### src/rtl/gsp_pkg.sv
// ----------------------------------------------------------------------------
// gsp_pkg: shared types and constants
// Widths, register indexes, reset values and the command and status
// structs that join the controller and the datapath.
// ----------------------------------------------------------------------------
package gsp_pkg;

    localparam int ANGLE_W    = 21;
    localparam int ERR_W      = 22;
    localparam int ESUM_W     = 23;
    localparam int TORQUE_W   = 23;
    localparam int GAIN_W     = 26;
    localparam int THRESH_W   = 20;
    localparam int LIMIT_W    = 22;
    localparam int VEL_W      = 32;
    localparam int VSUM_W     = 34;
    localparam int INTEG_W    = 48;
    localparam int FRAC_W     = 16;
    localparam int PROD_W     = 58;
    localparam int ACC_W      = 60;
    localparam int CFG_IDX_W  = 3;
    localparam int CFG_DATA_W = 26;

    // constant divider: 6 quotient bits per cycle over a 36-bit dividend
    localparam int DIV_W      = 36;
    localparam int DIV_DIGITS = 6;
    localparam int DIV_STEPS  = DIV_W / DIV_DIGITS;
    localparam int DIV_CNT_W  = 3;
    localparam int REM_W      = 8;

    // 65536 / 2000 reduces to 4096 / 125
    localparam int INT_SHIFT  = 12;

    localparam logic [REM_W-1:0]  DIVISOR_3   = 8'd3;
    localparam logic [REM_W-1:0]  DIVISOR_125 = 8'd125;
    localparam logic [GAIN_W-1:0] VEL_SCALE   = 26'd1000;

    localparam logic [CFG_IDX_W-1:0] REG_PROP_LARGE   = 3'd0;
    localparam logic [CFG_IDX_W-1:0] REG_DERIV_LARGE  = 3'd1;
    localparam logic [CFG_IDX_W-1:0] REG_PROP_SMALL   = 3'd2;
    localparam logic [CFG_IDX_W-1:0] REG_DERIV_SMALL  = 3'd3;
    localparam logic [CFG_IDX_W-1:0] REG_INTEGRAL     = 3'd4;
    localparam logic [CFG_IDX_W-1:0] REG_THRESHOLD    = 3'd5;
    localparam logic [CFG_IDX_W-1:0] REG_TORQUE_LIMIT = 3'd6;

    localparam logic [GAIN_W-1:0]   RST_PROP_LARGE   = 26'd2949120;
    localparam logic [GAIN_W-1:0]   RST_DERIV_LARGE  = 26'd98304;
    localparam logic [GAIN_W-1:0]   RST_PROP_SMALL   = 26'd1966080;
    localparam logic [GAIN_W-1:0]   RST_DERIV_SMALL  = 26'd163840;
    localparam logic [GAIN_W-1:0]   RST_INTEGRAL     = 26'd29491200;
    localparam logic [THRESH_W-1:0] RST_THRESHOLD    = 20'd1311;
    localparam logic [LIMIT_W-1:0]  RST_TORQUE_LIMIT = 22'd327680;

    typedef enum logic {
        DIV_BY_3,
        DIV_BY_125
    } div_sel_t;

    typedef enum logic [2:0] {
        MS_VEL,
        MS_KP,
        MS_KD,
        MS_KIH,
        MS_KIL
    } mul_sel_t;

    typedef enum logic [2:0] {
        ACC_HOLD,
        ACC_LOAD,
        ACC_SUB,
        ACC_ADD,
        ACC_ADD_FRAC
    } acc_op_t;

    typedef struct packed {
        logic     load_in;
        mul_sel_t mul_sel;
        acc_op_t  acc_op;
        logic     div_start;
        div_sel_t div_sel;
        logic     latch_vel;
        logic     latch_cand;
        logic     commit;
    } gsp_cmd_t;

    typedef struct packed {
        logic div_done;
        logic err_small;
    } gsp_stat_t;

endpackage

### src/rtl/gsp_ctrl.sv
// ----------------------------------------------------------------------------
// gsp_ctrl: sequencer
// Steps the datapath through velocity filter, integral update, gain
// products and clamp; owns the input ready and the output valid.
// ----------------------------------------------------------------------------
module gsp_ctrl
    import gsp_pkg::*;
(
    input  logic      clk,
    input  logic      rst_n,
    input  logic      in_valid,
    output logic      in_ready,
    output logic      out_valid,
    input  logic      out_ready,
    output gsp_cmd_t  cmd,
    input  gsp_stat_t stat
);

    typedef enum logic [10:0] {
        ST_IDLE  = 11'b000_0000_0001,
        ST_RAWV  = 11'b000_0000_0010,
        ST_VSUM  = 11'b000_0000_0100,
        ST_VDIV  = 11'b000_0000_1000,
        ST_IDIV  = 11'b000_0001_0000,
        ST_MP    = 11'b000_0010_0000,
        ST_MD    = 11'b000_0100_0000,
        ST_MI    = 11'b000_1000_0000,
        ST_ML    = 11'b001_0000_0000,
        ST_MA    = 11'b010_0000_0000,
        ST_CLAMP = 11'b100_0000_0000
    } state_t;

    state_t state_reg;
    state_t state_next;
    logic   out_valid_reg;
    logic   out_valid_next;
    logic   slot_free;

    assign slot_free = !out_valid_reg || out_ready;

    always_comb
    begin
        state_next     = state_reg;
        out_valid_next = out_valid_reg && !out_ready;
        in_ready       = 1'b0;
        cmd            = '{load_in: 1'b0, mul_sel: MS_VEL, acc_op: ACC_HOLD,
                           div_start: 1'b0, div_sel: DIV_BY_3, latch_vel: 1'b0,
                           latch_cand: 1'b0, commit: 1'b0};
        unique case (state_reg)
            ST_IDLE:
            begin
                in_ready = 1'b1;
                if (in_valid)
                begin
                    cmd.load_in = 1'b1;
                    state_next  = ST_RAWV;
                end
            end
            ST_RAWV:
            begin
                cmd.mul_sel = MS_VEL;
                state_next  = ST_VSUM;
            end
            ST_VSUM:
            begin
                cmd.div_start = 1'b1;
                cmd.div_sel   = DIV_BY_3;
                state_next    = ST_VDIV;
            end
            ST_VDIV:
            begin
                if (stat.div_done)
                begin
                    cmd.latch_vel = 1'b1;
                    cmd.div_start = 1'b1;
                    cmd.div_sel   = DIV_BY_125;
                    state_next    = ST_IDIV;
                end
            end
            ST_IDIV:
            begin
                cmd.div_sel = DIV_BY_125;
                if (stat.div_done)
                begin
                    cmd.latch_cand = 1'b1;
                    state_next     = ST_MP;
                end
            end
            ST_MP:
            begin
                cmd.mul_sel = MS_KP;
                state_next  = ST_MD;
            end
            ST_MD:
            begin
                cmd.acc_op  = ACC_LOAD;
                cmd.mul_sel = MS_KD;
                state_next  = ST_MI;
            end
            ST_MI:
            begin
                cmd.acc_op  = ACC_SUB;
                cmd.mul_sel = MS_KIH;
                state_next  = stat.err_small ? ST_ML : ST_CLAMP;
            end
            ST_ML:
            begin
                cmd.acc_op  = ACC_ADD;
                cmd.mul_sel = MS_KIL;
                state_next  = ST_MA;
            end
            ST_MA:
            begin
                cmd.acc_op = ACC_ADD_FRAC;
                state_next = ST_CLAMP;
            end
            ST_CLAMP:
            begin
                if (slot_free)
                begin
                    cmd.commit     = 1'b1;
                    out_valid_next = 1'b1;
                    state_next     = ST_IDLE;
                end
            end
            default:
            begin
                state_next = ST_IDLE;
            end
        endcase
    end

    always_ff @(posedge clk or negedge rst_n)
    begin
        if (!rst_n)
        begin
            state_reg     <= ST_IDLE;
            out_valid_reg <= 1'b0;
        end
        else
        begin
            state_reg     <= state_next;
            out_valid_reg <= out_valid_next;
        end
    end

    assign out_valid = out_valid_reg;

endmodule

### config.mk
export PLATFORM = sky130hd
export DESIGN_NAME = gsp_ctrl
export DESIGN_NICKNAME = d
export VERILOG_FILES = /design/src/rtl/gsp_pkg.sv /design/src/rtl/gsp_ctrl.sv
export SDC_FILE = /design/constraint.sdc
export NUM_CORES = 1
export LEC_CHECK = 0
export BUFFER_PORTS_ARGS = -buffer_cell sky130_fd_sc_hd__clkbuf_2
export CORE_ASPECT_RATIO = 1.1
export CORE_MARGIN = 2
export CORE_UTILIZATION = 51
export DETAILED_ROUTE_END_ITERATION = 8
export GPL_TIMING_DRIVEN = 0
export PLACE_DENSITY_LB_ADDON = 0.08
export REMOVE_ABC_BUFFERS = 1
export SETUP_SLACK_MARGIN = 0.2
export SLEW_MARGIN = 20
export SYNTH_ARGS = -nofsm -noshare
export SYNTH_HDL_FRONTEND = slang
export SYNTH_SLANG_ARGS = --single-unit
### constraint.sdc
create_clock -name clk -period 3.15 [get_ports clk]
set_input_delay 0.63 -clock clk [delete_from_list [all_inputs] [get_ports clk]]
set_output_delay 0.63 -clock clk [all_outputs]
set_load 0.02 [all_outputs]
---- Word level (Yosys, flattened, before mapping) ----
Index checks and enable logic that the tools add are counted.
storage, ports and cells
  flip-flop bits (word level) ............. 12
  bits of input ports ..................... 6
  output and inout bits ................... 14
  logic and storage cells ................. 43
operators by class
  equal/unequal tests ..................... 15
  multiplexer cells ....................... 21
  reductions and logical operators ........ 5
operators by type and width
  cell                                              count
  one-hot mux 11 bit (11 select lines)              1
  two-way mux 11 bit                                5
  one-hot mux 3 bit (4 select lines)                2
  == test 11 x 1 -> 1 bit (second input constant)   1
  == test 11 x 10 -> 1 bit (second input constant)  1
  == test 11 bit (second input constant)            1
  == test 11 x 2 -> 1 bit (second input constant)   1
  == test 11 x 3 -> 1 bit (second input constant)   1
  == test 11 x 4 -> 1 bit (second input constant)   1
  == test 11 x 5 -> 1 bit (second input constant)   1
  == test 11 x 6 -> 1 bit (second input constant)   1
  == test 11 x 7 -> 1 bit (second input constant)   1
  == test 11 x 8 -> 1 bit (second input constant)   1
  == test 11 x 9 -> 1 bit (second input constant)   1
  two-way mux 1 bit                                 10
  != test 2 bit (second input constant)             4
  one-hot mux 1 bit (2 select lines)                2
  AND reduction 4 bit                               1
  two-way mux 3 bit                                 1
  zero test 1 bit                                   2
  logical AND 1 bit                                 1
  logical OR 1 bit                                  1

---- Longest topological paths before layout ----
  depth in word-level cells ............... 4
  gate-level depth with buffers ........... 5
  depth with buffers taken out ............ 4

---- Worst setup path before layout ----
OpenSTA, ideal clock, no wires.
  path type ............................... register to output
  start point ............................. register state_reg[7]
  end point ............................... output cmd[11] (netlist bit)
  arrival ................................. 2.246 ns
  required time ........................... 2.520 ns
  path slack .............................. 0.274 ns
  cell stages (with the launch flop) ...... 6
  buffers on the path ..................... 1
  cell sequence ........................... dfrtp_1 buf_2 or4_4 or4_4 nor3b_2 and2_1
RTL lines
  what                    line             RTL
  from (decl)             gsp_ctrl.sv:33   state_t state_reg;
  from (signal assigned)  gsp_ctrl.sv:142  state_reg <= state_next;
  to (decl)               gsp_ctrl.sv:15   output gsp_cmd_t cmd,

==> run summary <==
outcome - completed
area of the multi-input gates - 483 um^2
share of the synthesized area in the top cell type - 34.1%
dominant cells by area after synthesis - dfrtp_1 34%, nor4_1 4.6%, nor4b_1 4.3%
vias in the first global route - 687
Tot GR Track Use - 20.5%
critical path capture point type - output port
Clock Tree Root - clkbuf_4
Non-Filler Instances - 129
Max Fanout on Critical Path - 3
grt ovf - 0
storage element area - 312 um^2
final hold vios - 0
Leak Pwr - 0.000494 uW
DR vias/cell - 5.79
PD cells - 615 nW/um^2
CP max stage cell - or4_4
Clk Latency, worst-skew pair - 0.27 ns
Slew HR - 72.0%
cells after synthesis - 87
clk_skew - 0.00546 ns
Hold WC Path Type - primary input to async pin
WL per Instance - 14.3 um
clock buffer count from CTS - 3
critical path type - flop to output port
RSZ-0062 raised after global routing - yes
Die ar. - 1920 um^2
crit path cell chain - or4_4, or3_4, or4b_4, nand2b_4, buf_8
Die Wd - 42.0 um
starting density of the core - 53.2%
sequential share of the synthesized area - 37.3%
r2r startpoint - state_reg[7]$_DFFE_PN0P_
post-place setup slack - 0.375 ns
Layout Area Growth over Synthesis - 29.4%
WHS - 0.233 ns
number of flip-flops in the largest register - 11
floorplan row count - 15
Bufs on Longest Clock Path - 2
max_cap viols - 0
core area - 1520 um^2
flop2flop setup slack - 1.07 ns
dominant cell type by area after synthesis - dfrtp_1
period utilization - 94.3%
Peak VDD IR - 0.524 mV
Clock Sinks - 12
Syn Area/Cell - 9.29 um^2
Slew @ Worst Pin - 0.416 ns
gpl congestion - 0.764
fmax - 337 MHz
CTS tree - yes
hpwl dp - 1.27 mm
CP Data Required Time - 2.52 ns
nets - 119
startpoint types - flop
Worst EP arrival - 2.34 ns
Port Buffers - 19
setup TNS - 0 ns
initial antenna violation count - 0
largest net degree at the start of global routing - 13
H-tree Lvls - 1
number of distinct library cells after synthesis - 33
ant diodes - 0
Setup-failing EPs final - 0
Yosys reg bits - 12
initial drt markers - 15
beginning of the critical path - state_reg[1]$_DFFE_PN0P_
Antenna Nets Post-Route - 0
Final Max Tran Viols - 0
first-pass GRT wire length - 2.95 mm
fillers - 121
CTS clk-pin slew, worst paths - 0.08 ns
ratio of cells with drive above 1 in the final layout - 49.1%
IO Count - 20
critical path's largest stage delay - 0.54 ns
Final min period - 2.97 ns
vias - 747
drc violations - 0
final worst slack - 0.181 ns
Cells after DPL - 116
Cell Area, Synth - 808 um^2
WL final - 1.85 mm
drt first pass iters - 4
die height - 45.8 um
Syn. warnings - 0
## timing repair
| action | CTS | global route |
|---|---|---|
| hold buffers | 0 | 0 |
| resized for setup | 10 | 9 |
| pin swaps | 1 | 1 |
| buffers inserted | 6 | 3 |
| endpoints found under the hold margin | 0 | 0 |
| setup endpoints to repair | 5 | 4 |
## where the power goes
group | switching [uW] | internal [uW] | total, uW
logic | 158 | 168 | 326
registers | 14.1 | 179 | 193
clock network | 54.5 | 70.2 | 125
total | 226 | 417 | 643
## cell type report
class / count / share of cell area (%)
flip-flops and latches: 12 / 29.8
well taps: 17 / 2.03
inverters: 5 / 1.79
repair buffers: 28 / 16.7
clock buffers: 4 / 3.47
multi-input cells: 63 / 46.2
## layer usage
layer,vias to the layer above,GRT usage (%),wire length (um)
li1,368,-,-
met1,353,25.4,819
met2,24,36.9,923
met3,2,2.38,86
met4,0,7.74,15
met5,-,0,0
## logic make-up after synthesis
logic type                after synthesis  synth area share, %
AOI/OAI and AO/OA                      10                 9.44
muxes                                   2                 2.63
buffers and inverters                  12                 7.12
DFF                                    12                 37.3
xor gates and xnor gates                5                 5.42
and+or+nand+nor                        46                 38.1
## worst paths after layout
| kind | cells past startpoint | to |
|---|---|---|
| worst max-delay path | 5 | cmd[6] |
| worst min-delay path | 1 | state_reg[10]$_DFFE_PN0P_ |
| worst max register to register | 5 | state_reg[0]$_DFFE_PN1P_ |
| worst min register to register | 1 | state_reg[9]$_DFFE_PN0P_ |
| max in group asynchronous | 1 | state_reg[0]$_DFFE_PN1P_ |
| min in group clk | 2 | state_reg[10]$_DFFE_PN0P_ |
## worst max-delay path: cells and delay by family, from the launching register on
kind / cells / cell delay (ns)
buffers and inverters: 1 / 0.10
flip-flops: 1 / 0.41
AND/OR/NAND/NOR: 4 / 1.56
## stage by stage
step,area [um^2],power [uW],utilization [%]
after CTS,995,616,65.4
final,1050,643,68.8
after detailed placement,886,441,58.3
after global placement,886,435,58.3
after global routing,1050,681,68.8
after floorplan,769,386,-
## placed cells by master (no fill, tap or decap), types with 4 or more instances in the layout
cell type and instances:
dfrtp_2 8, nor4_1 5, clkbuf_2 17, buf_4 10
nand2_1 7, nor2_1 5, nor4b_1 4, or4_4 4
o21ai_0 4, inv_1 5
## Yosys cell counts
library cell / count
nor4_1: 6
and2_1: 2
or3_4: 1
nand2_1: 7
or4_4: 3
or4_1: 3
nor2b_1: 2
dfrtp_1: 11
or3_1: 2
o21ba_2: 1
buf_2: 4
xor2_1: 2
buf_6: 1
nor3b_2: 1
or4bb_1: 1
nor4b_1: 4
o32a_1: 1
a32o_1: 1
o21ai_0: 4
nor3b_1: 1
a211oi_1: 2
nor2_1: 5
nor3_1: 3
xnor2_1: 3
dfstp_2: 1
clkbuf_1: 2
mux2_2: 1
or4b_4: 1
inv_1: 5
nand2b_1: 3
mux2i_1: 1
nand4_1: 1
o21bai_2: 1
Power figures use the tool's default switching activity.
